$ cat src/hdl/ipsy_pkg.sv
// Shared types and constants for the indexed pixel stretch YCbCr packer.
package ipsy_pkg;

    // command codes
    localparam logic [1:0] CMD_PIXEL = 2'd0;
    localparam logic [1:0] CMD_WRITE = 2'd1;
    localparam logic [1:0] CMD_READ  = 2'd2;

    // result kinds
    localparam logic [1:0] KIND_PLAIN    = 2'd0;
    localparam logic [1:0] KIND_BLEND    = 2'd1;
    localparam logic [1:0] KIND_READBACK = 2'd2;

    // register index
    localparam logic REG_STRETCH = 1'b0;

    // output queue
    localparam int OQ_DEPTH = 16;
    localparam int OQ_AW    = $clog2(OQ_DEPTH);
    localparam int OQ_CW    = OQ_AW + 1;

    // per-item decisions taken at accept time
    typedef struct packed {
        logic readback;
        logic blend_first;
        logic row_end_plain;
        logic blend_after;
        logic set_pending;
    } t_ctrl;

    typedef struct packed {
        logic [7:0] y;
        logic [7:0] cb;
        logic [7:0] cr;
    } t_ycc;

    typedef struct packed {
        logic [31:0] word;
        logic [1:0]  kind;
        logic [23:0] rgb;
        logic        row_end;
        logic        last;
    } t_oq_item;

endpackage

$ cat src/hdl/ipsy_outq.sv
// Result queue taking up to two items per cycle and giving one.
module ipsy_outq (
    input  logic                        i_clk,
    input  logic                        i_rst_n,
    input  logic [1:0]                  i_push_cnt,
    input  ipsy_pkg::t_oq_item          i_item0,
    input  ipsy_pkg::t_oq_item          i_item1,
    input  logic                        i_pop,
    output logic                        o_valid,
    output ipsy_pkg::t_oq_item          o_item,
    output logic [ipsy_pkg::OQ_CW-1:0]  o_count
);

    ipsy_pkg::t_oq_item              r_mem [ipsy_pkg::OQ_DEPTH];
    logic [ipsy_pkg::OQ_AW-1:0]      r_wp, r_rp, n_wp, n_rp, wp_next;
    logic [ipsy_pkg::OQ_CW-1:0]      r_cnt, n_cnt;
    logic                            pop;

    assign o_valid = (r_cnt != '0);
    assign pop     = i_pop && o_valid;
    assign wp_next = r_wp + ipsy_pkg::OQ_AW'(1);

    always_comb begin
        n_wp  = r_wp + ipsy_pkg::OQ_AW'(i_push_cnt);
        n_rp  = pop ? r_rp + ipsy_pkg::OQ_AW'(1) : r_rp;
        n_cnt = r_cnt + ipsy_pkg::OQ_CW'(i_push_cnt) - ipsy_pkg::OQ_CW'(pop);
    end

    always_ff @(posedge i_clk) begin
        if (!i_rst_n) begin
            r_wp  <= '0;
            r_rp  <= '0;
            r_cnt <= '0;
        end else begin
            r_wp  <= n_wp;
            r_rp  <= n_rp;
            r_cnt <= n_cnt;
        end
    end

    always_ff @(posedge i_clk) begin
        if (i_push_cnt != 2'd0) begin
            r_mem[r_wp] <= i_item0;
        end
        if (i_push_cnt == 2'd2) begin
            r_mem[wp_next] <= i_item1;
        end
    end

    assign o_item  = r_mem[r_rp];
    assign o_count = r_cnt;

endmodule

$ cat config.mk
export PLATFORM = sky130hd
export DESIGN_NAME = ipsy_outq
export DESIGN_NICKNAME = d
export VERILOG_FILES = /design/src/hdl/ipsy_pkg.sv /design/src/hdl/ipsy_outq.sv
export SDC_FILE = /design/constraint.sdc
export NUM_CORES = 1
export LEC_CHECK = 0
export BUFFER_PORTS_ARGS = -buffer_cell sky130_fd_sc_hd__buf_2
export CAP_MARGIN = 20
export CORE_AREA = 2 2 333 335
export DETAILED_ROUTE_END_ITERATION = 8
export DIE_AREA = 0 0 335 337
export SLEW_MARGIN = 20
export SYNTH_ARGS = -nofsm -noshare
export SYNTH_HDL_FRONTEND = slang
export SYNTH_SLANG_ARGS = --single-unit
$ cat constraint.sdc
create_clock -name i_clk -period 8 [get_ports i_clk]
set_input_delay 0.4 -clock i_clk [delete_from_list [all_inputs] [get_ports i_clk]]
set_output_delay 0.4 -clock i_clk [all_outputs]
set_load 0.02 [all_outputs]
# ---- Word level (Yosys, flattened, before mapping)
# Memories as Yosys holds them, arrays and structs flattened. A register that Yosys moved wholly into a read port is not among the register bits.
# Cells that the tools add are included.
dict set report totals {
  regBits 13
  latch_bits 0
  ramBits 960
  rom_bits 0
  out_inout_bits 66
  elab_cells 19
  mem_count 1
}
dict set report op_classes {
  add_sub_neg 5
  mul 0
  div 0
  order_cmp 0
  n_eq_ne 1
  shifts 0
  mux 6
  bitwise 0
  reduce_logical 3
}
# name depth width rd rd_ports_with_merged_regs write_ports line_no
set mem_list {}
lappend mem_list {r_mem 16 60 1 1 2 ipsy_outq.sv:14} ;# ipsy_pkg::t_oq_item r_mem [ipsy_pkg::OQ_DEPTH];
# operator n
set ops {}
lappend ops {{$add A4 B1 Y4 const B} 2}
lappend ops {{$mux W4} 2}
lappend ops {{$add A5 B2 Y5} 1}
lappend ops {{$reduce_bool A5 Y1} 1}
lappend ops {{$sub A5 B1 Y5} 1}
lappend ops {{$add A4 B2 Y4} 1}
lappend ops {{$mux W1} 4}
lappend ops {{$eq A2 B2 Y1 const B} 1}
lappend ops {{$reduce_bool A2 Y1} 1}
lappend ops {{$logic_and A1 B1 Y1} 1}

# ---- Logic depth before layout (Yosys ltp)
dict set report logic_depth {
  ltp_word 4
  depth_mapped 14
}

# ---- Worst setup path after synthesis
# No wires, ideal clock.
dict set report synth_timing {
  path_kind {input port to flip-flop}
  startpoint {input i_push_cnt[0]}
  endpoint {memory r_mem[1][0] (netlist bit) (enable)}
  t_arrival_ns 5.062
  slack_ns 2.386
  cell_stages 4
  n_path_buf 1
  cell_sequence {buf_2 mux2i_1 or2_2 nor3_1}
}
# item line_no
set synth_rtl {}
lappend synth_rtl {{start: declaration} ipsy_outq.sv:5} ;# input logic [1:0] i_push_cnt,
lappend synth_rtl {{end: declaration} ipsy_outq.sv:14}

==> flow_summary_export.csv <==
group,metric,value,unit
outcome,run_status,"completed",
drt,drc,0,
logic_synthesis,mappedNetlistArea,48880,µm²
drt,drt-pass1-iter-count,5,
die,die_y,337,µm
worst_setup_path,critical_path.endpoint_type,"output port",
die,start_util,44.60,%
final_layout,final_nets,2971,
clock_tree,h-tree-depth,3,
logic_synthesis,post_synth_inst_count,2785,
logic_synthesis,async_reset_ff_share,0,%
worst_setup_path,worstPathArrival,3860,ps
clock_tree,cts_tree,"yes",
logic_synthesis,post_syn_area_per_cell,17.55,µm²
global_route,grt_pass1_vias,28564,
sta,worst_relative_slew_slack,22.17,%
logic_synthesis,synth_seq_area_share,59.67,%
placed_design,gpl.final_weighted_congestion,0.7641,
worst_setup_path,critical_path.endpoint,"o_item[49]",
sta,rsz0062_at_grt,"no",
worst_setup_path,worst-endpoint-required,7600,ps
clock_tree,path_clk_slew,50,ps
placed_design,place.port_buffers,190,
logic_synthesis,yosysWarnings,0,
drt,dr.first_iter.drc_count,2634,
worst_setup_path,cp_max_fo,65,
logic_synthesis,synth_nets,2922,
die,number_of_i_o_pins,191,
die,floorplan.rows,122,
worst_setup_path,cpMaxStageDelayCell,"sky130_fd_sc_hd__dfxtp_4",
drt,vias_per_cell,6.205,
logic_synthesis,synth_seq_cells,977,
global_route,grt_antenna_before_repair,25,
power_and_ir_drop,leakagePower,17.90,nW
sta,worst_clock_skew,30.91,ps
clock_tree,clkSinkCount,977,
sta,endpoints_failing_setup,0,
clock_tree,numCtsBuffers,109,
placed_design,detailed_place_hpwl,72580,µm
clock_tree,ctsResizeCount,0,
worst_setup_path,path_class,"register to output port",
global_route,grt_util_all_layers,24.39,%
power_and_ir_drop,power_per_cell_area,252.0,nW/µm²
power_and_ir_drop,ir_drop,0.1754,mV
die,floorplan.die_area,112900,µm²
logic_synthesis,yosys_most_used_dff,"sky130_fd_sc_hd__edfxtp_1",
clock_tree,clock_path_buffers,3,
sta,tightestPinTransition,1165,ps
global_route,grt_start_max_net_pins,86,
final_layout,areaGrowthSynthToFinish,11.24,%
sta,final_hold_viol_count,0,
worst_setup_path,cp_cell_sequence,"buf_4 > mux4_2 > a22oi_1 > nand2_1 > buf_2",
drt,final_antenna_net_count,0,
clock_tree,clock_network_latency_to_the_later_pin_of_the_worst_skew_pair,690,ps
job,cap_viol_max_count,0,
drt,finalWirelength,138500,µm
worst_setup_path,endpoint_of_the_worst_slack_reg_to_reg_timing_path,"r_mem[14][21]$_DFFE_PP_",
worst_setup_path,rr_startpoint,"r_wp[1]$_SDFF_PN0_",
global_route,first_pass_grt_wire_length,199100,µm
drt,wl_per_cell,31.77,µm
sta,final_critical_period,4256,ps
clock_tree,postCtsHoldBufs,0,
drt,vias_after_detailed_routing,27061,
logic_synthesis,synth_area_leader_cell,"sky130_fd_sc_hd__edfxtp_1",
die,core_area,109600,µm²
sta,worst_hold_slack,65.60,ps
clock_tree,cts_root_buf,"sky130_fd_sc_hd__clkbuf_16",
final_layout,post_route_cells_drive_above_1_share,55.40,%
logic_synthesis,number_of_enable_flip_flop_cells_after_synthesis,960,
sta,totalNegativeSetupSlack,0,ps
sta,finalCritPeriodShare,53.21,%
sta,timing.fmax,234.9,MHz
global_route,grt.overflow.total,0,
worst_hold_path,timing.hold.worst.class,"input port to register",
worst_setup_path,reg2reg_setup_slack,4190,ps
worst_setup_path,reg2reg_depth,5,
logic_synthesis,synth.top_cells.by_area,"sky130_fd_sc_hd__edfxtp_1, sky130_fd_sc_hd__mux2_2, sky130_fd_sc_hd__mux4_2",
sta,final_max_slew_viol_count,0,
worst_setup_path,timing.critical_path.from_type,"register",
die,dieWidth,335,µm
logic_synthesis,yosys.area.top_type_share,58.98,%
logic_synthesis,synth.distinct_cells,41,
clock_tree,cts_post_setup_buffers_inserted,0,
worst_setup_path,biggest_cell_delay_along_the_critical_path,1010,ps
## critical path: cells and delay by family (launching register included)
family	cells	cell delay, ps
buf+inv	2	1200
mux	1	420
simple gates	1	260
flops	1	1010
compound gates	1	250
## stage by stage
| stage | instances | utilization [%] | area (µm²) | setup slack, ps | total power, mW |
|---|---|---|---|---|---|
| 2_1_floorplan | 2785 | - | 48880 | 2386 | 8.140 |
| 3_3_place_gp | 4148 | 46.47 | 50930 | 4213 | 8.953 |
| 3_5_place_dp | 4148 | 46.47 | 50930 | 4192 | 9.000 |
| 4_1_cts | 4351 | 49.56 | 54320 | 3681 | 13.81 |
| 5_1_grt | 4358 | 49.61 | 54370 | 3565 | 14.20 |
| 6_report | 4361 | 49.61 | 54370 | 3744 | 13.70 |
## cells by family after synthesis
| logic type | share of synthesized area (%) |
|---|---|
| simple gates | 1.334 |
| mux | 33.66 |
| flops | 59.67 |
| buf+inv | 2.882 |
| xor+xnor | 0.1434 |
| compound gates | 1.974 |
| fa+ha+maj | 0.3379 |
## final cells by class
class,count,area (µm²)
Inverter,13,48.80
Timing Repair Buffer,244,1405
Sequential cell,977,29180
Clock inverter,68,548.0
Fill cell,9057,55230
Multi-Input combinational cell,1489,18540
Clock buffer,135,2846
Tap cell,1426,1784
Antenna cell,9,22.52
## per-layer routing
layer  vias to the layer above  GRT usage, %  part of all wire (%)
met5                         -             0                 0.088
met3                       187         4.653                   7.4
li1                      11315             -                     -
met1                     14503         32.78                    41
met2                      1036         40.48                    49
met4                        20         7.079                   2.3
## cell usage after synthesis (2+ instances only)
cell type                  number
sky130_fd_sc_hd__nand2b_1       5
sky130_fd_sc_hd__inv_1         13
sky130_fd_sc_hd__dfxtp_1       17
sky130_fd_sc_hd__a22oi_1      120
sky130_fd_sc_hd__mux2_2       886
sky130_fd_sc_hd__nor4_2         2
sky130_fd_sc_hd__a21o_1         3
sky130_fd_sc_hd__clkbuf_1     175
sky130_fd_sc_hd__ha_1          10
sky130_fd_sc_hd__buf_2        112
sky130_fd_sc_hd__mux4_2       240
sky130_fd_sc_hd__mux2_1        14
sky130_fd_sc_hd__and3_1         2
sky130_fd_sc_hd__xor2_1         2
sky130_fd_sc_hd__nand3_1        3
sky130_fd_sc_hd__nand2_1       75
sky130_fd_sc_hd__fa_1           2
sky130_fd_sc_hd__buf_1          6
sky130_fd_sc_hd__nor3_1         6
sky130_fd_sc_hd__mux2_4        60
sky130_fd_sc_hd__nor2b_1        5
sky130_fd_sc_hd__and2_1        14
sky130_fd_sc_hd__buf_4          7
sky130_fd_sc_hd__edfxtp_1     960
sky130_fd_sc_hd__xnor2_1        6
sky130_fd_sc_hd__nor2_1        16
sky130_fd_sc_hd__nor2_2         3
sky130_fd_sc_hd__a21oi_1        3
sky130_fd_sc_hd__buf_6          6
## sequential cells by signal (all words and copies together), names as in the netlist, named ones only
register,flops
o_count,5
r_mem,960
r_wp,4
r_rp,4
## worst min-delay path by stage
stage | start | to | slack, ps | depth (start not counted)
after detailed placement | r_rp[1]$_SDFFE_PN0N_ | register | 540 | 2
after floorplan | r_rp[1]$_SDFFE_PN0N_ | register | 480 | 2
final | i_pop | register | 70 | 3
after CTS | i_pop | register | 40 | 3
after global routing | i_rst_n | r_wp[1]$_SDFF_PN0_ | 80 | 2
after global placement | r_rp[1]$_SDFFE_PN0N_ | register | 500 | 2
## power breakdown
group | total, mW | leakage, nW | internal (mW) | switching (mW)
clock | 4.84 | 1.66 | 2.77 | 2.06
sequential | 6.05 | 8.86 | 5.90 | 0.148
combinational | 2.81 | 7.38 | 1.30 | 1.51
## cell usage in the layout, fill, tap and decap left out, types with 10 or more instances in the layout
| cell type | netlist | routed |
|---|---|---|
| sky130_fd_sc_hd__clkinv_2 | 0 | 20 |
| sky130_fd_sc_hd__mux2_1 | 14 | 14 |
| sky130_fd_sc_hd__nand2_1 | 75 | 66 |
| sky130_fd_sc_hd__edfxtp_1 | 960 | 960 |
| sky130_fd_sc_hd__clkbuf_16 | 0 | 110 |
| sky130_fd_sc_hd__mux4_2 | 240 | 240 |
| sky130_fd_sc_hd__clkinv_1 | 0 | 29 |
| sky130_fd_sc_hd__ha_1 | 10 | 10 |
| sky130_fd_sc_hd__dfxtp_1 | 17 | 15 |
| sky130_fd_sc_hd__a22oi_1 | 120 | 120 |
| sky130_fd_sc_hd__clkbuf_1 | 175 | 25 |
| sky130_fd_sc_hd__inv_1 | 13 | 13 |
| sky130_fd_sc_hd__mux2_4 | 60 | 60 |
| sky130_fd_sc_hd__buf_4 | 7 | 50 |
| sky130_fd_sc_hd__buf_2 | 112 | 190 |
| sky130_fd_sc_hd__nor2_4 | 0 | 13 |
| sky130_fd_sc_hd__and2_1 | 14 | 11 |
| sky130_fd_sc_hd__mux2_2 | 886 | 886 |
(Power assumes the default switching activity.)
