<file path="src/hdl/ipsy_pkg.sv">
// Shared types and constants for the indexed pixel stretch YCbCr packer.
package ipsy_pkg;

    // command codes
    localparam logic [1:0] CMD_PIXEL = 2'd0;
    localparam logic [1:0] CMD_WRITE = 2'd1;
    localparam logic [1:0] CMD_READ  = 2'd2;

    // result kinds
    localparam logic [1:0] KIND_PLAIN    = 2'd0;
    localparam logic [1:0] KIND_BLEND    = 2'd1;
    localparam logic [1:0] KIND_READBACK = 2'd2;

    // register index
    localparam logic REG_STRETCH = 1'b0;

    // output queue
    localparam int OQ_DEPTH = 16;
    localparam int OQ_AW    = $clog2(OQ_DEPTH);
    localparam int OQ_CW    = OQ_AW + 1;

    // per-item decisions taken at accept time
    typedef struct packed {
        logic readback;
        logic blend_first;
        logic row_end_plain;
        logic blend_after;
        logic set_pending;
    } t_ctrl;

    typedef struct packed {
        logic [7:0] y;
        logic [7:0] cb;
        logic [7:0] cr;
    } t_ycc;

    typedef struct packed {
        logic [31:0] word;
        logic [1:0]  kind;
        logic [23:0] rgb;
        logic        row_end;
        logic        last;
    } t_oq_item;

endpackage

</file>
<file path="src/hdl/ipsy_convert.sv">
// Four-stage RGB to YCbCr pipeline with constant-reciprocal division.
module ipsy_convert (
    input  logic                 i_clk,
    input  logic                 i_rst_n,
    input  logic                 i_valid,
    input  ipsy_pkg::t_ctrl      i_ctrl,
    input  logic [23:0]          i_rgb,
    output logic                 o_valid,
    output ipsy_pkg::t_ctrl      o_ctrl,
    output logic [23:0]          o_rgb,
    output ipsy_pkg::t_ycc       o_ycc
);

    localparam int YK_R     = 299;
    localparam int YK_G     = 587;
    localparam int YK_B     = 114;
    localparam int CB_R     = 16874;
    localparam int CB_G     = 33126;
    localparam int CB_B     = 50000;
    localparam int CR_R     = 50000;
    localparam int CR_G     = 41869;
    localparam int CR_B     = 8131;
    localparam int C_OFFSET = 12800000;
    localparam int Y_DIV    = 1000;
    localparam int C_DIV    = 100000;
    // floor(2^SHIFT / DIV); quotient estimate is at most one low
    localparam int Y_SHIFT  = 18;
    localparam int Y_RECIP  = (1 << Y_SHIFT) / Y_DIV;
    localparam int C_SHIFT  = 25;
    localparam int C_RECIP  = (1 << C_SHIFT) / C_DIV;

    logic [7:0] red, green, blue;
    assign red   = i_rgb[23:16];
    assign green = i_rgb[15:8];
    assign blue  = i_rgb[7:0];

    // stage a: products
    logic            r_a_valid;
    ipsy_pkg::t_ctrl r_a_ctrl;
    logic [23:0]     r_a_rgb;
    logic [17:0]     r_py_r, r_py_g, r_py_b;
    logic [23:0]     r_pcb_r, r_pcb_g, r_pcb_b;
    logic [23:0]     r_pcr_r, r_pcr_g, r_pcr_b;

    // stage b: sums
    logic            r_b_valid;
    ipsy_pkg::t_ctrl r_b_ctrl;
    logic [23:0]     r_b_rgb;
    logic [17:0]     r_b_ny;
    logic [24:0]     r_b_ncb, r_b_ncr;

    // stage c: quotient estimates
    logic            r_c_valid;
    ipsy_pkg::t_ctrl r_c_ctrl;
    logic [23:0]     r_c_rgb;
    logic [17:0]     r_c_ny;
    logic [24:0]     r_c_ncb, r_c_ncr;
    logic [7:0]      r_c_qy, r_c_qcb, r_c_qcr;

    // stage d: corrected quotients
    logic            r_d_valid;
    ipsy_pkg::t_ctrl r_d_ctrl;
    logic [23:0]     r_d_rgb;
    ipsy_pkg::t_ycc  r_d_ycc;

    logic [25:0] sum_cb, sum_cr;
    logic [26:0] prod_y;
    logic [33:0] prod_cb, prod_cr;
    logic [17:0] rem_y;
    logic [24:0] rem_cb, rem_cr;

    // sums stay non-negative after the offset; wrap in 26 bits is harmless
    assign sum_cb = 26'(C_OFFSET) + 26'(r_pcb_b) - 26'(r_pcb_r) - 26'(r_pcb_g);
    assign sum_cr = 26'(C_OFFSET) + 26'(r_pcr_r) - 26'(r_pcr_g) - 26'(r_pcr_b);

    assign prod_y  = 27'(r_b_ny) * 27'(Y_RECIP);
    assign prod_cb = 34'(r_b_ncb) * 34'(C_RECIP);
    assign prod_cr = 34'(r_b_ncr) * 34'(C_RECIP);

    assign rem_y  = r_c_ny - 18'(r_c_qy) * 18'(Y_DIV);
    assign rem_cb = r_c_ncb - 25'(r_c_qcb) * 25'(C_DIV);
    assign rem_cr = r_c_ncr - 25'(r_c_qcr) * 25'(C_DIV);

    always_ff @(posedge i_clk) begin
        if (!i_rst_n) begin
            r_a_valid <= 1'b0;
            r_b_valid <= 1'b0;
            r_c_valid <= 1'b0;
            r_d_valid <= 1'b0;
        end else begin
            r_a_valid <= i_valid;
            r_b_valid <= r_a_valid;
            r_c_valid <= r_b_valid;
            r_d_valid <= r_c_valid;
        end
    end

    always_ff @(posedge i_clk) begin
        r_a_ctrl <= i_ctrl;
        r_a_rgb  <= i_rgb;
        r_py_r   <= 18'(red)   * 18'(YK_R);
        r_py_g   <= 18'(green) * 18'(YK_G);
        r_py_b   <= 18'(blue)  * 18'(YK_B);
        r_pcb_r  <= 24'(red)   * 24'(CB_R);
        r_pcb_g  <= 24'(green) * 24'(CB_G);
        r_pcb_b  <= 24'(blue)  * 24'(CB_B);
        r_pcr_r  <= 24'(red)   * 24'(CR_R);
        r_pcr_g  <= 24'(green) * 24'(CR_G);
        r_pcr_b  <= 24'(blue)  * 24'(CR_B);

        r_b_ctrl <= r_a_ctrl;
        r_b_rgb  <= r_a_rgb;
        r_b_ny   <= r_py_r + r_py_g + r_py_b;
        r_b_ncb  <= sum_cb[24:0];
        r_b_ncr  <= sum_cr[24:0];

        r_c_ctrl <= r_b_ctrl;
        r_c_rgb  <= r_b_rgb;
        r_c_ny   <= r_b_ny;
        r_c_ncb  <= r_b_ncb;
        r_c_ncr  <= r_b_ncr;
        r_c_qy   <= prod_y[Y_SHIFT +: 8];
        r_c_qcb  <= prod_cb[C_SHIFT +: 8];
        r_c_qcr  <= prod_cr[C_SHIFT +: 8];

        r_d_ctrl   <= r_c_ctrl;
        r_d_rgb    <= r_c_rgb;
        r_d_ycc.y  <= (rem_y  >= 18'(Y_DIV)) ? r_c_qy  + 8'd1 : r_c_qy;
        r_d_ycc.cb <= (rem_cb >= 25'(C_DIV)) ? r_c_qcb + 8'd1 : r_c_qcb;
        r_d_ycc.cr <= (rem_cr >= 25'(C_DIV)) ? r_c_qcr + 8'd1 : r_c_qcr;
    end

    assign o_valid = r_d_valid;
    assign o_ctrl  = r_d_ctrl;
    assign o_rgb   = r_d_rgb;
    assign o_ycc   = r_d_ycc;

endmodule

</file>
<file path="config.mk">
export PLATFORM = sky130hd
export DESIGN_NAME = ipsy_convert
export DESIGN_NICKNAME = d
export VERILOG_FILES = /design/src/hdl/ipsy_pkg.sv /design/src/hdl/ipsy_convert.sv
export SDC_FILE = /design/constraint.sdc
export NUM_CORES = 2
export LEC_CHECK = 0
export BUFFER_PORTS_ARGS = -buffer_cell sky130_fd_sc_hd__clkbuf_2
export CAP_MARGIN = 20
export CORE_MARGIN = 10
export CORE_UTILIZATION = 31
export CTS_CLUSTER_DIAMETER = 40
export DETAILED_ROUTE_END_ITERATION = 8
export GPL_ROUTABILITY_DRIVEN = 0
export PLACE_DENSITY = 0.5
export SLEW_MARGIN = 15
export SYNTH_ARGS = -nofsm -noshare
export SYNTH_HDL_FRONTEND = slang
export SYNTH_SLANG_ARGS = --single-unit
</file>
<file path="constraint.sdc">
create_clock -name i_clk -period 7 [get_ports i_clk]
set_input_delay 0.35 -clock i_clk [delete_from_list [all_inputs] [get_ports i_clk]]
set_output_delay 0.35 -clock i_clk [all_outputs]
set_load 0.03 [all_outputs]
</file>
==> Yosys cells after proc, flatten, opt, wreduce, memory -nomap -nowiden <==
Cells that the tools add are included.
{ "word_totals": {"regBits": 483, "output_inout_bits": 54, "elab_cells": 84, "inputBits": 32} }
{ "op_classes": {"n_mul": 15, "n_addsub": 14, "muxes": 3, "magnitude_cmp": 3} }
{ "op_table": {"columns": ["operator", "n"], "rows": [
  ["$mul A8 B12 Y20 const B", 4],
  ["$mul A25 B9 Y33 const B", 2],
  ["$add A24 B24 Y25 const A", 2],
  ["$ge A25 B17 Y1 const B", 2],
  ["$sub A25 B24 Y25", 2],
  ["$sub A25 B25 Y25", 2],
  ["$mul A18 B8 Y25 const B", 1],
  ["$sub A25 B21 Y25", 1],
  ["$sub A25 B23 Y25", 1],
  ["$add A8 B1 Y8 const B", 3],
  ["$mul A8 B16 Y24 const B", 1],
  ["$mux W8", 3],
  ["$mul A8 B15 Y23 const B", 1],
  ["$mul A8 B14 Y22 const B", 1],
  ["$mul A8 B13 Y21 const B", 1],
  ["$add A17 B18 Y18", 1],
  ["$add A18 B15 Y18", 1],
  ["$ge A18 B10 Y1 const B", 1],
  ["$mul A8 B10 Y18 const B", 1],
  ["$sub A18 B18 Y18", 1],
  ["$mul A8 B9 Y17 const B", 1],
  ["$mul A8 B7 Y15 const B", 1],
  ["$mul A8 B6 Y14 const B", 1]
]} }

==> Depth between registers and ports, before layout <==
{ "depth": {"word_depth": 4, "mapped_depth": 28, "ltp_nobuf": 28} }

==> Least setup slack after synthesis <==
Ideal clock, no wire load.
{ "synth_path": {"path_type": "reg-to-reg", "startpoint": "register r_c_qcb[2]", "endpoint": "register r_d_ycc (netlist bit o_ycc[9])", "setup_ns": 0.121, "n_path_buf": 1, "arrival_ns": 5.773, "t_required_ns": 6.879, "synth_period_minus_slack_ns": 5.894, "slack_ns": 1.106, "stages_incl_launch_ff": 27, "cell_sequence": "dfxtp_1 ha_1 ha_1 inv_1 fa_1 inv_1 fa_1 ha_1 nor2b_1 o21ai_0 a21oi_1 o21ai_0 a21oi_1 o21ai_0 nand2b_1 xnor2_1 ha_1 a21o_1 a21o_1 a21o_1 a21o_1 and2_1 o311a_2 nor3_1 o211a_1 buf_6 mux2_2"} }
{ "synth_via": {"elab_chain_len": 4} }
{ "synth_rtl": {"columns": ["element", "line", "source"], "rows": [
  ["from (decl)", "ipsy_convert.sv:58", "logic [7:0] r_c_qy, r_c_qcb, r_c_qcr;"],
  ["from (signal assigned)", "ipsy_convert.sv:123", "r_c_qcb <= prod_cb[C_SHIFT +: 8];"],
  ["$mul A8 B12 Y20", "ipsy_convert.sv:81", "assign rem_cb = r_c_ncb - 25'(r_c_qcb) * 25'(C_DIV);"],
  ["$sub A25 B25 Y25", "ipsy_convert.sv:81", null],
  ["$ge A25 B17 Y1", "ipsy_convert.sv:129", "r_d_ycc.cb <= (rem_cb >= 25'(C_DIV)) ? r_c_qcb + 8'd1 : r_c_qcb;"],
  ["$mux W8", "ipsy_convert.sv:129", null],
  ["to (decl)", "ipsy_convert.sv:64", "ipsy_pkg::t_ycc r_d_ycc;"]
]} }
Every way passes these cells.
A chain may end at the register's enable or synchronous reset.

==> Worst setup path after layout <==
{ "layout_path": {"startpoint": "register r_c_qy[2]", "endpoint": "register r_d_ycc (netlist bit o_ycc[17])"} }
{ "layout_via": {"elab_chain_len": 4} }
{ "layout_rtl": {"columns": ["element", "line", "source"], "rows": [
  ["from (decl)", "ipsy_convert.sv:58", null],
  ["from (signal assigned)", "ipsy_convert.sv:122", "r_c_qy <= prod_y[Y_SHIFT +: 8];"],
  ["$mul A8 B7 Y15", "ipsy_convert.sv:80", "assign rem_y = r_c_ny - 18'(r_c_qy) * 18'(Y_DIV);"],
  ["$sub A18 B18 Y18", "ipsy_convert.sv:80", null],
  ["$ge A18 B10 Y1", "ipsy_convert.sv:128", "r_d_ycc.y <= (rem_y >= 18'(Y_DIV)) ? r_c_qy + 8'd1 : r_c_qy;"],
  ["$mux W8", "ipsy_convert.sv:128", null]
]} }
Every way passes these cells.

==> out/results.env <==
CP.ARRIVAL_PS=7090
CRIT_PATH_MAX_FANOUT=7
DRT_ITER0_DRC=1204
NUMBER_OF_ANTENNA_VIOLATIONS_AT_THE_FIRST_CHECK_IN_GLOBAL_ROUTING=4
R2R-START='r_c_qy[2]'
DIEHEIGHT_UM=384
VIAS_PER_CELL=4.56
CTS.CLK_SLEW.WORST_PATHS_PS=50
REPORT.FINAL.HOLD_VIOL_COUNT=0
CTS_MADE_BUFFERS=101
TIMING.SETUP.TNS_PS=0
POST-CTS-SETUP-BUFFERS=0
IOPINCOUNT=86
DIE_WIDTH_UM=384
SYNTH.LIB_CELLS_USED.DISTINCT=85
CRITPATHTOPFAMILY='adder cells'
HTREEDEPTH=3
CRITICAL_PATH.MAX_STAGE_DELAY_PS=550
CLOCK_LATENCY_PS=720
FINAL_LAYOUT_SIZE_SUFFIX_GT1_FRAC=0.0728
SETUP_VIOLATIONS=0
YS.WARNINGS.COUNT=0
PLACE.PORT_BUFFERS=85
CRITPATHMOSTFREQUENTCELL='sky130_fd_sc_hd__fa_1'
WORST_SETUP_PATH_START_KIND='flip-flop'
FINAL.PERIOD_UTILIZATION=0.930
WORSTHOLDPATHTYPE='in2reg'
GRT_FIRST_PASS_WIRELENGTH_MM=156
COMMONEST_NON_FILL_NON_TAP_CELLS_IN_THE_LAYOUT='915 x sky130_fd_sc_hd__ha_1, 782 x sky130_fd_sc_hd__inv_1, 447 x sky130_fd_sc_hd__dfxtp_1'
GRT_MAX_DEGREE=16
SYNTH.CELL_AREA_UM2=41100
WORST_SLEW_PIN_SLEW_PS=744
CTS_TREE='yes'
NUMBER_OF_ENABLE_TYPE_REGISTER_CELLS_IN_THE_SYNTHESIZED_NETLIST=0
FIRST_PASS_ITERS=5
CRITICAL_PATH_CLASS='reg2reg'
DETAIL_ROUTE.WL_PER_CELL_UM=15.7
GROWTH_OF_DESIGN_AREA_FROM_SYNTHESIS_TO_FINISH_PCT=15.8
POST-ROUTE-DRC-COUNT=0
FINAL_PERIOD_MINUS_WORST_SETUP_SLACK_PS=6510
TIMING.MAX_CAP.VIOLATIONS=0
RSZ0062_AT_GRT='false'
CRITICAL_PATH.SLOWEST_CELL='sky130_fd_sc_hd__fa_1'
GRT_USAGE=0.132
FIN_HOLD_WS_PS=51.7
YOSYS_MOST_USED_DFF='sky130_fd_sc_hd__dfxtp_1'
DPL.HPWL_MM=79.6
DIE_OUTLINE_AREA_UM2=148000
CORE_AREA_UM2=132000
ACHIEVABLE-FREQUENCY_MHz=154
SYNTHCELLS=4033
TIMING.MAX_SLEW.REL_SLACK=0.500
POSTSYNTHNETCOUNT=5394
STARTPOINT='r_c_qy[2]'
ANT_NETS=0
SYNTH_SEQ_AREA_SHARE=0.218
NETS=5585
TIMING.CRITICAL_PATH.BUF_INV=2
CLKSINKCOUNT=447
CRITICAL_PATH_RT_PS=7580
STATUS='complete, no violations'
SLEW_VIOL_FINAL=0
HOLDCRITSTARTPOINT='i_rgb[19]'
GRT_OVERFLOW=0
CTSLONGESTPATHBUFFERS=3
SKEW_PS=34.8
CORE.ROWCOUNT=133
INITIAL_CORE_UTILIZATION=0.313
SYN_AVG_CELL_AREA_UM2=10.2
SYNTHARSTFLOPSHARE=0
GRT_PASS1_VIAS=28878
MOSTFREQUENTLAYOUTCELL='sky130_fd_sc_hd__ha_1'
TIMING.CRITICAL_PATH.TO_TYPE='flip-flop'
DR_TOTAL_VIAS=27682
SYNTH_SEQ_CELLS=447
POSTROUTEWIRELENGTH_MM=95.4
CRIT_PATH_CELL_TRACE='inv_1 > fa_1 > fa_1 > fa_1 > fa_1 > inv_1 > ha_1 > a21boi_0 > o21ai_0 > a21oi_1 > o21ai_0 > nand2b_1 > a21o_1 > a21oi_1 > xor2_1 > ha_1 > nand2b_1 > nor2_1 > o31ai_1 > o21ai_0 > nor4_1 > nand4_1 > nor2_1 > mux2_2'
CLOCK-ROOT-BUFFER='sky130_fd_sc_hd__clkbuf_16'
Yosys cell counts (4+ instances only):
master                      instances  area (um^2)
sky130_fd_sc_hd__nand3_1           44          220
sky130_fd_sc_hd__nand2b_1          35          219
sky130_fd_sc_hd__inv_1            782         2940
sky130_fd_sc_hd__a31o_2             6         52.6
sky130_fd_sc_hd__a21boi_0           9         67.6
sky130_fd_sc_hd__a211o_1            9         78.8
sky130_fd_sc_hd__o311ai_0           4         35.0
sky130_fd_sc_hd__o211ai_1          16          120
sky130_fd_sc_hd__o2111ai_1         13          114
sky130_fd_sc_hd__a31oi_1           18          113
sky130_fd_sc_hd__nor3_1            61          305
sky130_fd_sc_hd__fa_1             414         8290
sky130_fd_sc_hd__o221ai_1           6         52.6
sky130_fd_sc_hd__nor4_1             7         43.8
sky130_fd_sc_hd__o21ai_0          116          581
sky130_fd_sc_hd__nor2_1           152          571
sky130_fd_sc_hd__nand4_1           18          113
sky130_fd_sc_hd__or3_1             19          119
sky130_fd_sc_hd__o41ai_1            8         70.1
sky130_fd_sc_hd__a221oi_1           6         52.6
sky130_fd_sc_hd__nand2_1          100          375
sky130_fd_sc_hd__o31ai_1            8         60.1
sky130_fd_sc_hd__a311oi_1           8         70.1
sky130_fd_sc_hd__or2_2             10         62.6
sky130_fd_sc_hd__o21ai_1            5         25.0
sky130_fd_sc_hd__and3_1            22          138
sky130_fd_sc_hd__a21o_1            66          495
sky130_fd_sc_hd__a211oi_1          21          158
sky130_fd_sc_hd__clkbuf_1           8         30.0
sky130_fd_sc_hd__ha_1             915        11400
sky130_fd_sc_hd__or4_1              6         45.0
sky130_fd_sc_hd__nor2b_1           28          175
sky130_fd_sc_hd__mux2i_1           10          100
sky130_fd_sc_hd__a41oi_1            6         52.6
sky130_fd_sc_hd__o31a_1             4         35.0
sky130_fd_sc_hd__o21bai_1          45          338
sky130_fd_sc_hd__dfxtp_1          447         8950
sky130_fd_sc_hd__xor2_1            84          736
sky130_fd_sc_hd__a2111oi_0          7         61.3
sky130_fd_sc_hd__a21oi_1          175          876
sky130_fd_sc_hd__o21a_1            33          248
sky130_fd_sc_hd__and2_1            16          100
sky130_fd_sc_hd__xnor2_1          191         1670
sky130_fd_sc_hd__nand3b_1           7         52.6
repair_timing:
| item | 4_1_cts | 5_1_grt |
|---|---|---|
| hold endpoints to repair | 11 | 0 |
| hold buffers | 10 | 0 |
| setup endpoints to repair | 0 | 10 |
| resized for setup | 0 | 6 |
state kept, by name, summed over array words and instances (netlist names), 22 cells and up:
signal	count
r_b_ncb	24
r_b_rgb	24
o_rgb	24
o_ycc	24
r_a_rgb	22
r_b_ncr	25
r_pcr_g	24
r_c_rgb	24
worst paths after layout:
path                      end  slack [ps]  cells past startpoint
hold reg to reg   r_c_rgb[20]         320                      0
setup reg to reg    o_ycc[17]         490                     24
hold / removal    r_a_rgb[19]          50                      2
setup / recovery    o_ycc[17]         490                     24
area by class of cell:
cell class | instances | area [um^2]
diodes | 3 | 7.51
clock buffers | 109 | 2600
clock inverters | 81 | 1170
fillers | 13163 | 84000
inverters | 782 | 2940
multi-input cells | 2793 | 29200
flip-flops and latches | 447 | 8950
well taps | 1755 | 2200
repair buffers | 99 | 556
through the flow:
step / worst slack (ps) / area, um^2 / instances / util
global placement: 521 / 43700 / 5866 / 0.332
CTS: 449 / 47600 / 6066 / 0.362
global route: 13.3 / 47600 / 6066 / 0.362
detailed placement: 461 / 43700 / 5866 / 0.332
finish: 492 / 47600 / 6069 / 0.362
floorplan: 1110 / 41100 / 4033 / -
layer usage:
layer	global-route usage	up-vias	routed length [um]
li1	-	13924	-
met1	0.188	13252	48500
met2	0.205	384	41500
met3	0.0220	120	3790
met4	0.0332	2	1580
met5	0	-	12
kinds of logic after synthesis:
group | after synthesis | synth area share
adders and majority gates | 1329 | 0.480
xor gates and xnor gates | 276 | 0.0591
AOI/OAI and AO/OA | 627 | 0.101
DFF | 447 | 0.218
and+or+nand+nor | 548 | 0.0671
muxes | 13 | 0.00325
buffers and inverters | 793 | 0.0726
Power is not shown: default switching activity piles up to over one toggle a cycle in this logic, so the estimate is an artifact.
